$ cat src/hw/rtl/mcwc_pkg.sv
// Shared types and constants for the multichannel window convolution block.
// No dependencies.
`timescale 1ns / 1ps

package mcwc_pkg;

    localparam logic OP_COEF  = 1'b0;
    localparam logic OP_PIXEL = 1'b1;

    localparam logic [1:0] CFG_IMAGE_WIDTH   = 2'd0;
    localparam logic [1:0] CFG_KERNEL_HEIGHT = 2'd1;
    localparam logic [1:0] CFG_KERNEL_WIDTH  = 2'd2;

    localparam logic [11:0] IMAGE_WIDTH_RST   = 12'd640;
    localparam logic [2:0]  KERNEL_HEIGHT_RST = 3'd3;
    localparam logic [2:0]  KERNEL_WIDTH_RST  = 3'd3;

    localparam logic [11:0] ROW_LIMIT = 12'd4095;
    localparam int          PIXEL_MAX = 255;

    localparam int QDEPTH = 4;
    localparam int QLW    = 3;

    typedef struct packed {
        logic [11:0] image_width;
        logic [2:0]  kernel_height;
        logic [2:0]  kernel_width;
    } cfg_t;

    typedef struct packed {
        logic        is_coef;
        logic [2:0]  coef_row;
        logic [2:0]  coef_col;
        logic [1:0]  coef_ch;
        logic [15:0] coef_value;
        logic [11:0] row;
        logic [10:0] col;
    } cmd_t;

endpackage

$ cat src/hw/rtl/mcwc_queue.sv
// Short FIFO between front and back end; head is visible combinationally.
// Depends on mcwc_pkg for the level width.
`timescale 1ns / 1ps

module mcwc_queue #(
    parameter int WIDTH = 8,
    parameter int DEPTH = 4
) (
    input  logic                        clk,
    input  logic                        rst_n,
    input  logic                        push,
    input  logic [WIDTH-1:0]            push_data,
    input  logic                        pop,
    output logic                        head_valid,
    output logic [WIDTH-1:0]            head_data,
    output logic [mcwc_pkg::QLW-1:0]    level
);

    localparam int AW = (DEPTH > 1) ? $clog2(DEPTH) : 1;
    localparam int LW = mcwc_pkg::QLW;

    logic [WIDTH-1:0] mem [DEPTH];
    logic [AW-1:0]    wptr_reg;
    logic [AW-1:0]    rptr_reg;
    logic [LW-1:0]    level_reg;

    always_ff @(posedge clk or negedge rst_n)
    begin
        if (!rst_n)
        begin
            wptr_reg  <= '0;
            rptr_reg  <= '0;
            level_reg <= '0;
        end
        else
        begin
            if (push)
            begin
                wptr_reg <= (int'(wptr_reg) == DEPTH - 1) ? '0 : wptr_reg + AW'(1);
            end
            if (pop)
            begin
                rptr_reg <= (int'(rptr_reg) == DEPTH - 1) ? '0 : rptr_reg + AW'(1);
            end
            level_reg <= level_reg + LW'(push) - LW'(pop);
        end
    end

    always_ff @(posedge clk)
    begin
        if (push)
        begin
            mem[wptr_reg] <= push_data;
        end
    end

    assign head_valid = (level_reg != '0);
    assign head_data  = mem[rptr_reg];
    assign level      = level_reg;

    a_no_overflow: assert property (@(posedge clk) disable iff (!rst_n)
        push |-> (int'(level_reg) < DEPTH) || pop)
        else $error("queue overflow");

    a_no_underflow: assert property (@(posedge clk) disable iff (!rst_n)
        pop |-> level_reg != '0)
        else $error("queue underflow");

    a_level_track: assert property (@(posedge clk) disable iff (!rst_n)
        1'b1 |=> level_reg == LW'($past(level_reg) + LW'($past(push)) - LW'($past(pop))))
        else $error("queue level mismatch");

endmodule

$ cat config.mk
export PLATFORM = sky130hd
export DESIGN_NAME = mcwc_queue
export DESIGN_NICKNAME = d
export VERILOG_FILES = /design/src/hw/rtl/mcwc_pkg.sv /design/src/hw/rtl/mcwc_queue.sv
export SDC_FILE = /design/constraint.sdc
export NUM_CORES = 1
export LEC_CHECK = 0
export BUFFER_PORTS_ARGS = -buffer_cell sky130_fd_sc_hd__buf_2
export CAP_MARGIN = 20
export CORE_UTILIZATION = 34
export CTS_CLUSTER_SIZE = 16
export DETAILED_ROUTE_END_ITERATION = 10
export PLACE_DENSITY = 0.65
export SLEW_MARGIN = 20
export SYNTH_ARGS = -nofsm -noshare
export SYNTH_HDL_FRONTEND = slang
export SYNTH_SLANG_ARGS = --single-unit
$ cat constraint.sdc
create_clock -name clk -period 1.65 [get_ports clk]
set_input_delay 0.2475 -clock clk [delete_from_list [all_inputs] [get_ports clk]]
set_output_delay 0.2475 -clock clk [all_outputs]
set_load 0.02 [all_outputs]
; ---- Yosys cells after proc, flatten, opt, wreduce, memory -nomap -nowiden
; Memories as Yosys holds them, arrays and structs flattened.
; Cells that the tools add are included.
[word_totals]
register_bits = 7
ramBits = 32
input_bits = 12
out_inout_bits = 12
word_cells = 15
n_memories = 1
[classes]
add_sub_neg = 4
eq_ne = 2
n_mux = 4
n_reduce_logical = 1
[memory_table]
columns = name, words, word_bits, read_ports, rd_ports_with_merged_regs, write_ports, line
row1 = mem, 4, 8, 1, 0, 1, mcwc_queue.sv:22  ; logic [WIDTH-1:0] mem [DEPTH];
[op_table]
columns = cell, count
row1 = $add A2 B1 Y2 const B, 2
row2 = $eq A2 B1 Y1 const B, 2
row3 = $mux W2, 2
row4 = $add A3 B1 Y3, 1
row5 = $reduce_bool A3 Y1, 1
row6 = $sub A3 B1 Y3, 1
row7 = $mux W1, 2

; ---- Longest topological paths before layout
; Gate-level depths: netlist (run 1).
[depth]
ltp_word = 2
depth_mapped = 8
ltp_nobuf = 8

; ---- Worst setup path before layout (run 1)
; OpenSTA, ideal clock, no wires.
[synth_path]
kind = register -> register
start = reg level_reg[0] (netlist: level[0])
end = reg level_reg[2] (netlist: level[2])
setup_ns = 0.129
t_arrival_ns = 1.604
t_required_ns = 1.521
setup_slack_ns = -0.083
path_stages_with_launch = 9
n_path_buf = 0
synth_period_minus_slack_ns = 1.733
path_cell_list = dfrtp_1 inv_1 ha_1 inv_1 ha_1 inv_1 fa_1 xnor2_1 xnor2_1
[synth_via]
elab_chain_len = 2
[synth_rtl]
columns = item, line
row1 = start: declaration, mcwc_queue.sv:25  ; logic [LW-1:0] level_reg;
row2 = start signal: assignment, mcwc_queue.sv:45  ; level_reg <= level_reg + LW'(push) - LW'(pop);
row3 = $add A3 B1 Y3, mcwc_queue.sv:45
row4 = $sub A3 B1 Y3, mcwc_queue.sv:45
; No other way between the ends.
; A chain may end at the register's enable or synchronous reset.

; ---- Worst setup path in the final report (run 1)
[layout_path]
start = reg rptr_reg[0]
end = out head_data[3]
[layout_via]
elab_chain_len = 1
[layout_rtl]
columns = item, line
row1 = start: declaration, mcwc_queue.sv:24  ; logic [AW-1:0] rptr_reg;
row2 = start signal: assignment, mcwc_queue.sv:43  ; rptr_reg <= (int'(rptr_reg) == DEPTH - 1) ? '0 : rptr_reg + AW'(1);
row3 = $mem_v2 Z4 W8, -
row4 = end: declaration, mcwc_queue.sv:15  ; output logic [WIDTH-1:0] head_data,
; No other way between the ends.

==> metrics.cfg, run 1 <==
[placed_design]
dpl.hpwl_um = 1860
gp_congestion = 0.676
portBuffers = 23

[status]
status = finished, violations left
violations = negative setup slack

[sta]
hold_viol = 0
drv_slew = 0
slew_headroom_pct = 70.4
worst_pin_slew_ns = 0.444
finClkSkew_ns = 0.00749
finalSetupTns_ns = -0.356
fin_ws_ns = -0.0586
clock.fmax_ghz = 0.585
post-route-period-util_pct = 104
rsz0062_at_grt = yes
period_needed_ns = 1.71
report.final.setup_viol = 8

[drt]
wire_per_inst_um = 15.9
dr.pass1.iters = 4
drt-initial-drc-count = 37
vias = 789
wirelength_um = 2670
ant_nets = 0
avgViaCountPerCell = 4.70
route.detailed.drc = 0

[yosys]
synth-main-ff-cell = edfxtp_1
seq_area_frac_synth_pct = 72.8
synth_largest_area_cell = edfxtp_1
yosysWarningCount = 0
async_reset_ff_share_pct = 17.9
yosys.cell_types.count = 16
yosysTopAreaCellShare_pct = 61.6
syn_nets = 97
yosys.cell_count.top_type = edfxtp_1
netlist_instances = 77
synth-edff-count = 32
netlist_top_cells_area = edfxtp_1 62%, mux4_2 12%, dfrtp_1 11%, ha_1 5.6%, and2_1 1.6%
syn_area_um2 = 1560
ys_top_cells_by_count = 32 x edfxtp_1, 8 x mux4_2, 7 x dfrtp_1, 7 x ha_1, 6 x inv_1
ys_ff_latch = 39
syn_area_per_cell_um2 = 20.3

[worst_setup_path]
crit_path_max_incr_delay_ns = 0.51
arrival_ns = 1.46
cp_common_cell = buf_6
criticalPathCategory = reg2out
cp_data_required_time_ns = 1.40
critPathMaxFanout = 5
startpoint_type = register
crit_chain = buf_6 > mux4_2 > buf_6
path_delay_family = multiplexers
critPathCaptureType = output pin
cp_slowest_cell = mux4_2
crit_buf_inv = 2

[floorplanning]
io_pins = 24
die_area_um2 = 4860
num_rows = 24
die_x_um = 69.7
dieHeight_um = 69.7
core_area_um2 = 4380
initial_core_util_pct = 35.6

[final_layout]
final_util_pct = 45.2
antenna_cells = 0
area_delta_synth_final_pct = 26.9
regArea_um2 = 1140
largest_reg_flops = 32
fillCellCount = 397
layout-drive-gt1-share_pct = 49.1
multi_input_area_um2 = 420
fin_nets = 135

[global_route]
overflow = 0
grt_pass1_wl_um = 4330
grt_pass1_vias = 890
grt_max_degree = 13
antenna_found_initial = 0
grt_usage_pct = 12.3

[clock_tree]
root_buffer = clkbuf_8
clockBufferDepth = 2
cts_tree = built
clkSinkCount = 39
clk_pin_slew_worst_paths_ns = 0.07
cts_max_level = 2
clk_latency_ns = 0.28
cts_inserted_buffers = 5

[power]
peakVddDrop_uv = 458
powerDensity_nw_per_um2 = 1770
leakage_nw = 0.750

[run]
max_cap_viol_count = 0

[min_path]
hold_class = in2reg

## cells by family after synthesis
kind of cell	Yosys count	synth area share, %
flops	39	72.8
buf+inv	8	2.49
fa+ha+maj	8	6.90
xor+xnor	2	1.12
mux	10	13.0
simple gates	8	3.05
compound gates	2	0.642
## power breakdown
group          internal (mW)  leakage, nW  switching [mW]
registers               1.30        0.375           0.160
logic                  0.766        0.336           0.677
clock network          0.287       0.0392           0.307
## cells in the final DEF (no fill, tap or decap), drive strengths merged
master       Yosys  final
and2             4      4
buf              2     32
clkbuf           0      5
clkinv           0      2
clkinvlp         0      1
dfrtp            7      7
dlygate4sd3      0      1
edfxtp          32     32
fa               1      1
ha               7      7
inv              6      6
mux2             2      2
mux4             8      8
nand2            1      1
nor2             1      1
o21ai            2      2
or3              1      1
or3b             1      1
xnor2            2      2
## cell type report
type	instances	area share [%]
Sequential cell	39	57.5
Inverter	6	1.14
Clock inverter	3	0.758
Clock buffer	5	3.47
Timing Repair Buffer	33	12.6
Multi-Input combinational cell	30	21.2
Tap cell	52	3.28
## path summary, 6_finish.rpt
| path | startpoint | endpoint | slack [ns] | depth (start not counted) |
|---|---|---|---|---|
| worst max register to register | level[0] | level[2] | 0.02 | 8 |
| worst min register to register | level[2] | level[2] | 0.48 | 1 |
| worst max-delay path | rptr_reg[0] | head_data[3] | -0.06 | 3 |
| max in group asynchronous | rst_n | rptr_reg[1] | 1.12 | 2 |
| worst min-delay path | push_data[0] | mem[2][0] | 0.17 | 1 |
| min in group asynchronous | rst_n | level[2] | 0.36 | 2 |
## stage by stage
stage               total power [mW]  setup WS (ns)  area (µm²)  hold slack [ns]  cells
floorplan                       2.26        0.00889        1560          -0.0481     77
global placement                2.59         0.0824        1790           0.0883    158
detailed placement              2.66        -0.0246        1790           0.0835    158
CTS                             3.50        -0.0787        1960            0.175    168
global route                    3.70         -0.118        1980            0.164    168
finish                          3.50        -0.0586        1980            0.175    168
## repair_timing
action,CTS,global route
hold buffers,1,0
resized for setup,20,6
setup buffers,1,0
pin swaps,0,3
hold endpoints to repair,7,0
endpoints found under the setup margin,9,9
## metal layers
layer / vias up / global-route usage, % / part of all wire (%)
met3: 7 / 2.91 / 3.0
met2: 16 / 22.7 / 57
met4: 0 / 7.33 / 2.3
met1: 397 / 12.6 / 38
met5: - / 0 / 0
li1: 369 / - / -
(Power assumes the default switching activity.)
==> run 2, diff against run 1 <==
- RECOVER_POWER: default -> 25
==> metrics.cfg, run 2 (same netlist as run 1, synthesis figures left out) <==
[worst_setup_path]
cp_slowest_cell = mux4_2
criticalPathCategory = reg2out
cp-startpoint = rptr_reg[0]
crit_path_max_incr_delay_ns = 0.51
arrival_ns = 1.46
critPathCaptureType = output pin
critPathMaxFanout = 5
startpoint_type = register
r2r-start = level[0]
cp_common_cell = buf_6
cp_data_required_time_ns = 1.40
crit_chain = buf_6 > mux4_2 > buf_6
path_delay_family = multiplexers
crit_buf_inv = 2

[sta]
fin_ws_ns = -0.0587
hold_viol = 0
rsz0062_at_grt = yes
clock.fmax_ghz = 0.585
finClkSkew_ns = 0.00751
period_needed_ns = 1.71
drv_slew = 0
slew_headroom_pct = 70.5
post-route-period-util_pct = 104
worst_pin_slew_ns = 0.443
report.final.setup_viol = 8

[final_layout]
area_delta_synth_final_pct = 26.5
mostFrequentLayoutCells = 32 x edfxtp_1, 10 x buf_6, 9 x buf_2, 8 x mux4_2, 7 x buf_4
layout-drive-gt1-share_pct = 44.0
final_common_cell = edfxtp_1
antenna_cells = 0
fin_nets = 135
largest_reg_flops = 32
final_cells = 168

[global_route]
grt_usage_pct = 12.3
grt_pass1_wl_um = 4330
grt_pass1_vias = 890
antenna_found_initial = 0
grt_max_degree = 13
overflow = 0

[power]
peakVddDrop_uv = 457
leakage_nw = 0.733
powerDensity_nw_per_um2 = 1770
p_total_mw = 3.50

[clock_tree]
clkSinkCount = 39
root_buffer = clkbuf_8
clockBufferDepth = 2
clk_pin_slew_worst_paths_ns = 0.07
cts_max_level = 2
cts_inserted_buffers = 5
clk_latency_ns = 0.28
cts_tree = built

[drt]
route.detailed.drc = 0
avgViaCountPerCell = 4.70
dr.pass1.iters = 4
vias = 789
wire_per_inst_um = 15.8
wirelength_um = 2650
drt-initial-drc-count = 37
ant_nets = 0

[min_path]
hp-start = push_data[4]
hold_class = in2reg

[placed_design]
dpl.hpwl_um = 1860
dpl_worst_slack_ns = -0.0246
gp_congestion = 0.676
portBuffers = 23
dp_cells = 158

[floorplanning]
io_pins = 24
num_rows = 24
initial_core_util_pct = 35.6
core_area_um2 = 4380
die_area_um2 = 4860
dieHeight_um = 69.7
die_x_um = 69.7

[run]
max_cap_viol_count = 0

[status]
violations = negative setup slack
status = finished, violations left

## run 2: path summary, 6_finish.rpt
check                           cells after the start  slack (ns)           end
worst max-delay path                                3       -0.06  head_data[3]
worst min-delay path                                1        0.19     mem[2][4]
worst max register to register                      8        0.02      level[2]
worst min register to register                      1        0.48      level[2]
max in group asynchronous                           2        1.13   rptr_reg[1]
min in group asynchronous                           2        0.35      level[2]
## run 2: stage by stage
| stage | utilization (%) | instance area (µm²) | hold WS [ns] | TNS, ns |
|---|---|---|---|---|
| 6_report | 45.0 | 1970 | 0.187 | -0.356 |
| 3_5_place_dp | 40.8 | 1790 | 0.0835 | -0.0246 |
| 2_1_floorplan | - | 1560 | -0.0481 | 0 |
| 4_1_cts | 44.6 | 1960 | 0.175 | -0.531 |
| 3_3_place_gp | 40.8 | 1790 | 0.0883 | 0 |
| 5_1_grt | 45.0 | 1970 | 0.185 | -0.876 |
## run 2: timing repair
item                                    in CTS  in global routing
resized for setup                           20                  6
pin swaps                                    0                  3
endpoints found under the hold margin        7                  0
hold buffers                                 1                  0
endpoints found under the setup margin       9                  9
buffers inserted                             1                  0
## run 2: final cells by class
class	instances	area, µm²
repair buffers	33	243
well taps	52	65.1
clock inverters	3	15.0
fillers	399	2410
clock buffers	5	68.8
inverters	6	22.5
multi-input cells	30	420
flip-flops and latches	39	1140
## run 2: worst register-to-register path, stage by stage, from the launching register on
cell	delay, ns
dfrtp_2	0.42
inv_2	0.07
ha_4	0.19
inv_2	0.06
ha_4	0.12
inv_2	0.04
fa_2	0.36
xnor2_2	0.15
xnor2_1	0.13
## run 2: where the power goes
part           switching, mW  total, mW  internal [mW]
Combinational          0.677       1.44          0.764
Clock                  0.307      0.594          0.287
Sequential             0.159       1.46           1.30
Total                   1.14       3.50           2.35
## run 2: routing by layer
layer  GRT usage, %  part of all wire (%)  vias up
li1               -                     -      370
met2           22.7                    57       16
met5              0                     0        -
met4           7.33                   2.3        0
met3           2.91                   3.1        7
met1           12.6                    37      396
==> run 3, diff against run 2 <==
- PLACE_DENSITY: 0.65 -> 0.63
- SETUP_SLACK_MARGIN: default -> 0.05
- clock period: 1.65 -> 1.7 ns (I/O delays scaled with it)
==> metrics.cfg, run 3 (same netlist as run 1, synthesis figures left out) <==
[placed_design]
portBuffers = 23
dpl.hpwl_um = 1730
placed_area_um2 = 1740
gp_congestion = 0.716

[final_layout]
area_delta_synth_final_pct = 25.5
layout-drive-gt1-share_pct = 41.4
largest_reg_flops = 32
final_util_pct = 44.7
fin_area_um2 = 1960
mostFrequentLayoutCells = 32 x edfxtp_1, 10 x buf_6, 9 x buf_2, 8 x mux4_2
final_common_cell = edfxtp_1
antenna_cells = 0
fin_nets = 130

[floorplanning]
core_area_um2 = 4380
io_pins = 24
die_x_um = 69.7
die_area_um2 = 4860
num_rows = 24
initial_core_util_pct = 35.6
dieHeight_um = 69.7

[sta]
period_needed_ns = 1.71
clock.fmax_ghz = 0.583
drv_slew = 0
worst_hold_slack_ns = 0.190
fin_ws_ns = -0.0141
rsz0062_at_grt = yes
report.final.setup_viol = 8
worst_pin_slew_ns = 0.450
hold_viol = 0
finClkSkew_ns = 0.00566
post-route-period-util_pct = 101
slew_headroom_pct = 70.0

[drt]
ant_nets = 0
dr.pass1.iters = 4
wire_per_inst_um = 15.0
wl_met3_um = 83
drt-initial-drc-count = 33
route.detailed.drc = 0
avgViaCountPerCell = 4.64
vias = 757
wl_met2_um = 1310
wirelength_um = 2440
top_layer = met4
wl_met1_um = 991

[global_route]
overflow = 0
grt_pass1_wl_um = 4010
grt_usage_pct = 11.3
antenna_found_initial = 0
grt_pass1_vias = 865
grt_max_degree = 13

[worst_setup_path]
criticalPathCategory = reg2out
critPathMaxFanout = 5
cp_data_required_time_ns = 1.44
critPathCaptureType = output pin
arrival_ns = 1.46
startpoint_type = register

[clock_tree]
clkSinkCount = 39
clockBufferDepth = 2
cts_max_level = 2
root_buffer = clkbuf_8
cts_inserted_buffers = 5
clk_pin_slew_worst_paths_ns = 0.07
clk_latency_ns = 0.28
cts_tree = built

[status]
status = finished, violations left
violations = negative setup slack

[power]
powerDensity_nw_per_um2 = 1780
p_total_mw = 3.49
peakVddDrop_uv = 394
leakage_nw = 0.724

[run]
max_cap_viol_count = 0

[min_path]
hold_class = in2reg

-- run 3: metal layers --
metal	vias up	global-route usage (%)
li1	359	-
met1	376	11.8
met2	17	20.1
met3	5	3.34
met4	0	6.67
met5	-	0
-- run 3: layout make-up --
type                       instances  area (µm²)
tap                               52        65.1
fill                             387        2430
clock buffer                       5        68.8
clock inverter                     3        38.8
multi-input combinational         30         420
inverter                           6        22.5
timing repair buffer              28         205
sequential                        39        1140
-- run 3: path summary, 6_finish.rpt --
check,cells after the start,slack [ns],startpoint,end
worst max-delay path,3,-0.01,rptr_reg[0],head_data[7]
worst min-delay path,1,0.19,push_data[6],mem[2][6]
worst max register to register,8,0.09,level[0],level[2]
worst min register to register,1,0.52,level[2],level[2]
max in group asynchronous,2,1.21,rst_n,level[0]
min in group asynchronous,2,0.33,rst_n,level[1]
-- run 3: power breakdown --
group / switching, mW / internal, mW / total [mW]
combinational: 0.634 / 0.720 / 1.35
clock: 0.297 / 0.429 / 0.727
sequential: 0.147 / 1.26 / 1.41
-- run 3: repair_timing --
| item | 4_1_cts | 5_1_grt |
|---|---|---|
| endpoints found under the setup margin | 9 | 9 |
| gates resized for setup | 25 | 0 |
| endpoints found under the hold margin | 7 | 0 |
| pin swaps | 3 | 2 |
| setup buffers | 2 | 0 |
| hold buffers | 1 | 0 |
-- run 3: worst max-delay path, stage by stage (launching register included) --
cell     delay (ns)
dfrtp_1        0.38
buf_6          0.14
mux4_2         0.51
buf_6          0.15
-- run 3: metrics by stage --
stage          setup TNS (ns)  setup WS [ns]  instances
2_1_floorplan               0         0.0589         77
3_3_place_gp                0          0.109        152
3_5_place_dp                0        0.00725        152
4_1_cts                -0.254        -0.0409        163
5_1_grt                -0.568        -0.0798        163
6_report              -0.0580        -0.0141        163
